==> src/hdl/thick_line_quad_transform_aabb_unit_macros.svh <==
// assertion macros shared by the thick line quad transform unit
// expects signals named clock and reset in the module that uses them
`ifndef THICK_LINE_QUAD_TRANSFORM_AABB_UNIT_MACROS_SVH
`define THICK_LINE_QUAD_TRANSFORM_AABB_UNIT_MACROS_SVH

// condition implies consequence in the same cycle
`define TLQ_ASSERT_NOW(label, ante, cons, msg) \
   label: assert property (@(posedge clock) disable iff (reset) (ante) |-> (cons)) \
      else $error(msg);

// condition implies consequence in the next cycle
`define TLQ_ASSERT_NEXT(label, ante, cons, msg) \
   label: assert property (@(posedge clock) disable iff (reset) (ante) |=> (cons)) \
      else $error(msg);

`endif

==> src/hdl/tlq_pkg.sv <==
// shared types, constants and helpers of the thick line quad transform unit
// no dependencies
`default_nettype none

package tlq_pkg;

   localparam int FRAC_BITS = 16;
   localparam int CW        = 32;
   localparam int LW        = 31;
   localparam int QW        = FRAC_BITS + 2;
   localparam int SAT_W     = 66 - FRAC_BITS;

   localparam logic [2:0] REG_START_X    = 3'd0;
   localparam logic [2:0] REG_START_Y    = 3'd1;
   localparam logic [2:0] REG_END_X      = 3'd2;
   localparam logic [2:0] REG_END_Y      = 3'd3;
   localparam logic [2:0] REG_LINE_WIDTH = 3'd4;

   typedef logic signed [CW-1:0] coord_type;
   typedef logic [LW-1:0]        width_type;

   typedef struct packed {
      logic [3:0][CW-1:0] x;
      logic [3:0][CW-1:0] y;
   } quad_type;

   typedef enum logic [2:0] {
      GEO_START,
      GEO_NORM,
      GEO_SQUARE,
      GEO_ROOT,
      GEO_PREP,
      GEO_DIVIDE,
      GEO_SCALE,
      GEO_CORNER
   } geo_state_type;

   // clamp a wide signed value to the coordinate range
   function automatic coord_type sat_coord(input logic signed [SAT_W-1:0] v);
      coord_type r;
      if (v[SAT_W-1:CW-1] == '0 || v[SAT_W-1:CW-1] == '1) begin
         r = v[CW-1:0];
      end else if (v[SAT_W-1]) begin
         r = {1'b1, {(CW-1){1'b0}}};
      end else begin
         r = {1'b0, {(CW-1){1'b1}}};
      end
      return r;
   endfunction

endpackage

`default_nettype wire

==> src/hdl/tlq_box.sv <==
// bounding box of the mapped corners: pairwise stage, then final stage
// uses tlq_pkg
`default_nettype none

module tlq_box (
   input  logic               clock,
   input  logic               en_c,
   input  logic               en_d,
   input  tlq_pkg::quad_type  mapped,
   output tlq_pkg::quad_type  quad,
   output tlq_pkg::coord_type box_x,
   output tlq_pkg::coord_type box_y,
   output tlq_pkg::width_type box_w,
   output tlq_pkg::width_type box_h
);
   import tlq_pkg::*;

   quad_type  quad_c_ff, quad_d_ff;
   coord_type mnx_ff [2], mxx_ff [2], mny_ff [2], mxy_ff [2];
   coord_type minx_ff, miny_ff, minx, maxx, miny, maxy;
   width_type w_ff, h_ff;
   logic signed [32:0] w, h;

   always_ff @(posedge clock) begin
      if (en_c) begin
         quad_c_ff <= mapped;
         for (int k = 0; k < 2; k++) begin
            mnx_ff[k] <= ($signed(mapped.x[2*k+1]) < $signed(mapped.x[2*k]))
                         ? mapped.x[2*k+1] : mapped.x[2*k];
            mxx_ff[k] <= ($signed(mapped.x[2*k+1]) > $signed(mapped.x[2*k]))
                         ? mapped.x[2*k+1] : mapped.x[2*k];
            mny_ff[k] <= ($signed(mapped.y[2*k+1]) < $signed(mapped.y[2*k]))
                         ? mapped.y[2*k+1] : mapped.y[2*k];
            mxy_ff[k] <= ($signed(mapped.y[2*k+1]) > $signed(mapped.y[2*k]))
                         ? mapped.y[2*k+1] : mapped.y[2*k];
         end
      end
   end

   always_comb begin
      minx = (mnx_ff[1] < mnx_ff[0]) ? mnx_ff[1] : mnx_ff[0];
      maxx = (mxx_ff[1] > mxx_ff[0]) ? mxx_ff[1] : mxx_ff[0];
      miny = (mny_ff[1] < mny_ff[0]) ? mny_ff[1] : mny_ff[0];
      maxy = (mxy_ff[1] > mxy_ff[0]) ? mxy_ff[1] : mxy_ff[0];
      w    = 33'(maxx) - 33'(minx);
      h    = 33'(maxy) - 33'(miny);
   end

   always_ff @(posedge clock) begin
      if (en_d) begin
         quad_d_ff <= quad_c_ff;
         minx_ff   <= minx;
         miny_ff   <= miny;
         w_ff      <= (w[32:31] != 2'b00) ? '1 : w[30:0];
         h_ff      <= (h[32:31] != 2'b00) ? '1 : h[30:0];
      end
   end

   assign quad  = quad_d_ff;
   assign box_x = minx_ff;
   assign box_y = miny_ff;
   assign box_w = w_ff;
   assign box_h = h_ff;

endmodule

`default_nettype wire

==> config.mk <==
export PLATFORM = sky130hd
export DESIGN_NAME = tlq_box
export DESIGN_NICKNAME = d
export VERILOG_FILES = /design/src/hdl/thick_line_quad_transform_aabb_unit_macros.svh /design/src/hdl/tlq_pkg.sv /design/src/hdl/tlq_box.sv
export SDC_FILE = /design/constraint.sdc
export NUM_CORES = 1
export LEC_CHECK = 0
export BUFFER_PORTS_ARGS = -buffer_cell sky130_fd_sc_hd__buf_2
export CAP_MARGIN = 40
export CORE_ASPECT_RATIO = 0.5
export CORE_MARGIN = 4
export CORE_UTILIZATION = 46
export DETAILED_ROUTE_END_ITERATION = 8
export PLACE_DENSITY = 0.65
export SYNTH_ARGS = -nofsm -noshare
export SYNTH_HDL_FRONTEND = slang
export SYNTH_SLANG_ARGS = --single-unit
export TNS_END_PERCENT = 100
==> constraint.sdc <==
create_clock -name clock -period 7.6 [get_ports clock]
set_input_delay 1.52 -clock clock [delete_from_list [all_inputs] [get_ports clock]]
set_output_delay 1.52 -clock clock [all_outputs]
set_load 0.1 [all_outputs]
After elaboration in Yosys (flattened, before gate mapping). Memory sizes are Yosys's and may differ from the RTL's. Index checks and enable logic that the tools add are counted.

Flip-flop bits (word level): 638. Bits in writable memories: 256. Bits of input ports: 259. Output and inout port bits: 382. Word-level logic and storage cells: 54. Memories: 4.

Add/subtract/negate cells: 2. Order comparisons: 12. Mux-type cells: 14. Reduce and logical (&&, ||, !) cells: 2.

Memories: mnx_ff (depth 2, bits a word 32, read ports 2, clocked after Yosys merged registers in 0, write ports 2, line tlq_box.sv:19) `coord_type mnx_ff [2], mxx_ff [2], mny_ff [2], mxy_ff [2];`; mny_ff (depth 2, bits a word 32, read ports 2, clocked after Yosys merged registers in 0, write ports 2, line tlq_box.sv:19); mxx_ff (depth 2, bits a word 32, read ports 2, clocked after Yosys merged registers in 0, write ports 2, line tlq_box.sv:19); mxy_ff (depth 2, bits a word 32, read ports 2, clocked after Yosys merged registers in 0, write ports 2, line tlq_box.sv:19).

Operators by type and width (count): $mux 32 (12); $gt 32x32->1 (6); $lt 32x32->1 (6); $sub 32x32->33 (2); $reduce_bool 2->1 (2); $mux 1 (2).

Longest topological paths before layout.
Depth in word-level cells: 4. Gate-level depth with buffers: 23. Gate-level depth less buffers: 20.

Least setup slack after synthesis. Ideal clock, no wire load.

Kind: register to register. Start: memory mnx_ff[0][57] in the netlist's numbering. End: register w_ff[14], in the netlist box_w[14] (data pin). Library setup time: 272 ps. Data arrival time: 5044 ps. Data required time: 7328 ps. Setup slack: 2285 ps. Cell stages (with the launch flop): 21. Buffers on the path: 1. Period minus slack after synthesis: 5315 ps. Path through: edfxtp_1 ha_1 a21o_1 a21o_1 a21o_1 a21o_1 a31oi_1 clkbuf_1 nor2_1 a21oi_1 o211ai_1 ha_1 fa_1 nand2b_1 a21o_1 a2111o_1 a2111oi_4 o211ai_2 o21ai_1 a31oi_1 or4_1.

RTL lines: start, declared (line tlq_box.sv:19); end signal, assigned (line tlq_box.sv:54) `w_ff <= (w[32:31] != 2'b00) ? '1 : w[30:0];`; end, declared (line tlq_box.sv:21) `width_type w_ff, h_ff;`.

==> results.tsv <==
stage	metric	value	unit
flow_run	cap_viol_max_count	0	
timing	setup_viol	0	
final_layout	syn_to_final_growth	16.3	%
global_route	grt_busiest_layer	met2	
drt	routedWlPerCell	22.3	µm
timing	slew_viol_final	0	
timing	grt_setup_unrepaired	false	
drt	wl	122000	µm
synthesis	yosysSeqAreaShare	0.597	
die	core.rowCount	80	
run_status	run_status	completed	
timing	hold_viol_final	0	
pwr	power_frac_clock	0.226	
synthesis	synth.most_common_cell	edfxtp_1	
synthesis	synth.distinct_cells	63	
clocking	cts.sinks	894	
synthesis	synth_commonest_cells	edfxtp_1 (894), ha_1 (318), inv_1 (269), nand2_1 (260), a21oi_1 (211)	
pwr	leakagePower	21.3	nW
clocking	cts_resized	0	
timing	relSlewSlack	0.231	
timing	fin_ws	1160	ps
timing	fmax	0.155	GHz
synthesis	synthArstFlopShare	0	
min_path	hp-class	flip-flop to flip-flop	
place	place_ws	1290	ps
final_layout	seqCellArea	26800	µm²
final_layout	fillerInstances	8121	
timing	fin_crit_sh	0.847	
clocking	clkTransAtPathRegs	70	ps
critical_path	max_stage_delay	620	ps
place	place_inst	5341	
pwr	p_switching	7.45	mW
critical_path	timing.rr.end	box_h[3]$_SDFFCE_PP1P_	
clocking	cts.path.max_buffers	3	
synthesis	syn_nets	4127	
min_path	min-delay-start	quad_c_ff[130]$_DFFE_PP_	
place	port_buffers	640	
critical_path	path_delay_family	simple AND/OR/NAND/NOR gates	
global_route	grt_start_max_net_pins	156	
final_layout	fin_cells	5492	
synthesis	syn_area	45000	µm²
drt	initialDrtViolationCount	2646	
min_path	hold_end	quad[130]$_DFFE_PP_	
min_path	hold_depth	0	
clocking	insertion_delay	680	ps
final_layout	finalInstanceArea	52300	µm²
drt	antenna_left	0	
timing	finalClockSkew	24.8	ps
place	dp_hpwl	91400	µm
pwr	switching_share	0.412	
critical_path	crit_buf_inv	2	
drt	via_count	30600	
clocking	postCtsHoldBufs	0	
die	initial_core_util	0.468	
critical_path	crit_arrival	6980	ps
synthesis	synth_top_area_cell	edfxtp_1	
drt	drtPass1Iterations	6	
place	placed_area	49700	µm²
die	die_width	450	µm
critical_path	rr_worst_depth	20	
synthesis	synth_top_area_frac	0.597	
synthesis	synthFlopType	edfxtp_1	
final_layout	layout-drive-gt1-share	0.239	
drt	vias_per_cell	5.57	
critical_path	cp_max_fo	20	
timing	fin_tns_setup	0	ps
synthesis	synth.avg_cell_area	12.7	µm²
pwr	total_power	18.1	mW
die	ios	641	
clocking	h-tree-depth	3	
critical_path	startpoint_type	flip-flop	
critical_path	critPathKind	flip-flop to flip-flop	
pwr	p_comb_frac	0.409	
clocking	numCtsBuffers	81	
clocking	cts_root_buf	clkbuf_16	
synthesis	synthCells	3548	
die	die_area	103000	µm²
critical_path	cp_slowest_cell	o311ai_0	
synthesis	ys_top_cells_by_area	edfxtp_1 (60%), ha_1 (8.8%), mux2_2 (4.2%), a21oi_1 (2.3%), inv_1 (2.2%)	
clocking	post-cts-setup-buffers	0	
critical_path	crit_chain	ha_2, nand4_1, or2_2, nor3_1, nand3_1, buf_4, nand3_1, a21oi_1, a41oi_1, o2111ai_1, ha_1, o21a_1, o31a_1, o311ai_0, nand4b_1, nand2_1, o211ai_1, mux2i_2, buf_4, or2_2	
timing	tightestPinTransition	1150	ps
drt	drc	0	
die	die_h	229	µm
clocking	cts_tree	built	
global_route	grtUsageTotal	0.230	
global_route	use_met1	0.287	
global_route	grt_pass1_wl	182000	µm
final_layout	nNetsFinal	4734	
die	core-area	96100	µm²
critical_path	r2r-start	mxy_ff[0][63]$_DFFE_PP_	
global_route	use_met2	0.418	
global_route	grt_pass1_vias	29800	
synthesis	ys_seq_elements	894	
pwr	p_int	10.7	mW
synthesis	synth_edf_count	894	
pwr	ir_worst_vdd	0.000463	V
pwr	seq_power_share	0.364	
global_route	gr-usage-met3	0.0344	
final_layout	multiInputGateArea	16600	µm²
critical_path	rrSetupSlack	1160	ps
synthesis	synth_warnings	0	
pwr	p_per_area	346	nW/µm²
place	gp_congestion	0.892	
critical_path	endpoint_kind	flip-flop	
global_route	globalRouteOverflowTotal	0	
timing	fin_crit	6440	ps
global_route	antenna_found_initial	6	
critical_path	crit_required	8150	ps
power by group through the flow:
stage,Combinational (mW),Clock [mW],Sequential [mW]
after floorplan,3.38,0,8.83
after global placement,7.27,0,6.69
after detailed placement,7.35,0,6.70
after CTS,7.39,4.21,6.60
after global routing,7.94,4.42,6.65
final,7.41,4.10,6.60
placed cells by master (no fill, tap or decap), types with 67 or more instances in the layout:
master,synthesis,final
o21ai_0,170,170
nand2b_1,134,134
clkbuf_16,0,84
nand2_1,260,260
ha_1,318,316
a41oi_1,67,67
inv_1,269,269
a21oi_1,211,211
a21o_1,129,129
buf_2,19,638
mux2_2,168,168
nor2_1,88,88
edfxtp_1,894,894
nand3_1,116,116
flip-flops by register name (all words and copies together), names as in the netlist, 32 cells and up:
signal / cells
quad: 256
mxx_ff: 64
box_y: 32
box_x: 32
quad_c_ff: 256
mnx_ff: 64
mny_ff: 64
mxy_ff: 64
layout make-up:
type                       instances  area share
multi-input combinational       2226       0.317
clock buffer                      94      0.0409
inverter                         269      0.0193
clock inverter                    54     0.00871
sequential                       894       0.513
antenna                            1   0.0000478
timing repair buffer             683      0.0708
tap                             1271      0.0304
metal layers:
metal,wire length [µm],part of all wire
met1,50200,0.41
met2,63500,0.52
met3,5410,0.044
met4,3180,0.026
met5,0,0
per-stage QoR:
| step | util | hold WS [ps] |
|---|---|---|
| 3_5_place_dp | 0.517 | 405 |
| 3_3_place_gp | 0.516 | 400 |
| 6_report | 0.544 | 408 |
| 5_1_grt | 0.544 | 414 |
| 4_1_cts | 0.544 | 409 |
| 2_1_floorplan | - | 400 |
logic make-up (layout without fill, tap and decap cells):
family                   count (synthesis)  after routing  share of synthesized area
AO/OA/AOI/OAI                          829            829                      0.124
XOR/XNOR                                48             48                    0.00935
adder cells (fa/ha/maj)                320            320                     0.0894
buffers and inverters                  428           1100                     0.0363
flip-flops                             894            894                      0.597
multiplexers                           202            202                     0.0496
other                                    0              1                          0
AND/OR/NAND/NOR                        827            827                     0.0944
worst max path at each step:
| stage | from | to | slack [ps] | cells past startpoint |
|---|---|---|---|---|
| after floorplan | mnx_ff[0][57]$_DFFE_PP_ | box_w[14]$_SDFFCE_PP1P_ | 2280 | 20 |
| after global placement | mnx_ff[0][37]$_DFFE_PP_ | box_w[14]$_SDFFCE_PP1P_ | 1310 | 19 |
| after detailed placement | mnx_ff[0][37]$_DFFE_PP_ | box_w[14]$_SDFFCE_PP1P_ | 1290 | 19 |
| after CTS | mnx_ff[0][37]$_DFFE_PP_ | box_w[14]$_SDFFCE_PP1P_ | 1240 | 19 |
| after global routing | mxx_ff[0][31]$_DFFE_PP_ | box_w[14]$_SDFFCE_PP1P_ | 730 | 18 |
| final | mxy_ff[0][63]$_DFFE_PP_ | box_h[3]$_SDFFCE_PP1P_ | 1160 | 20 |
No activity file was read; power rests on OpenSTA's default activity.
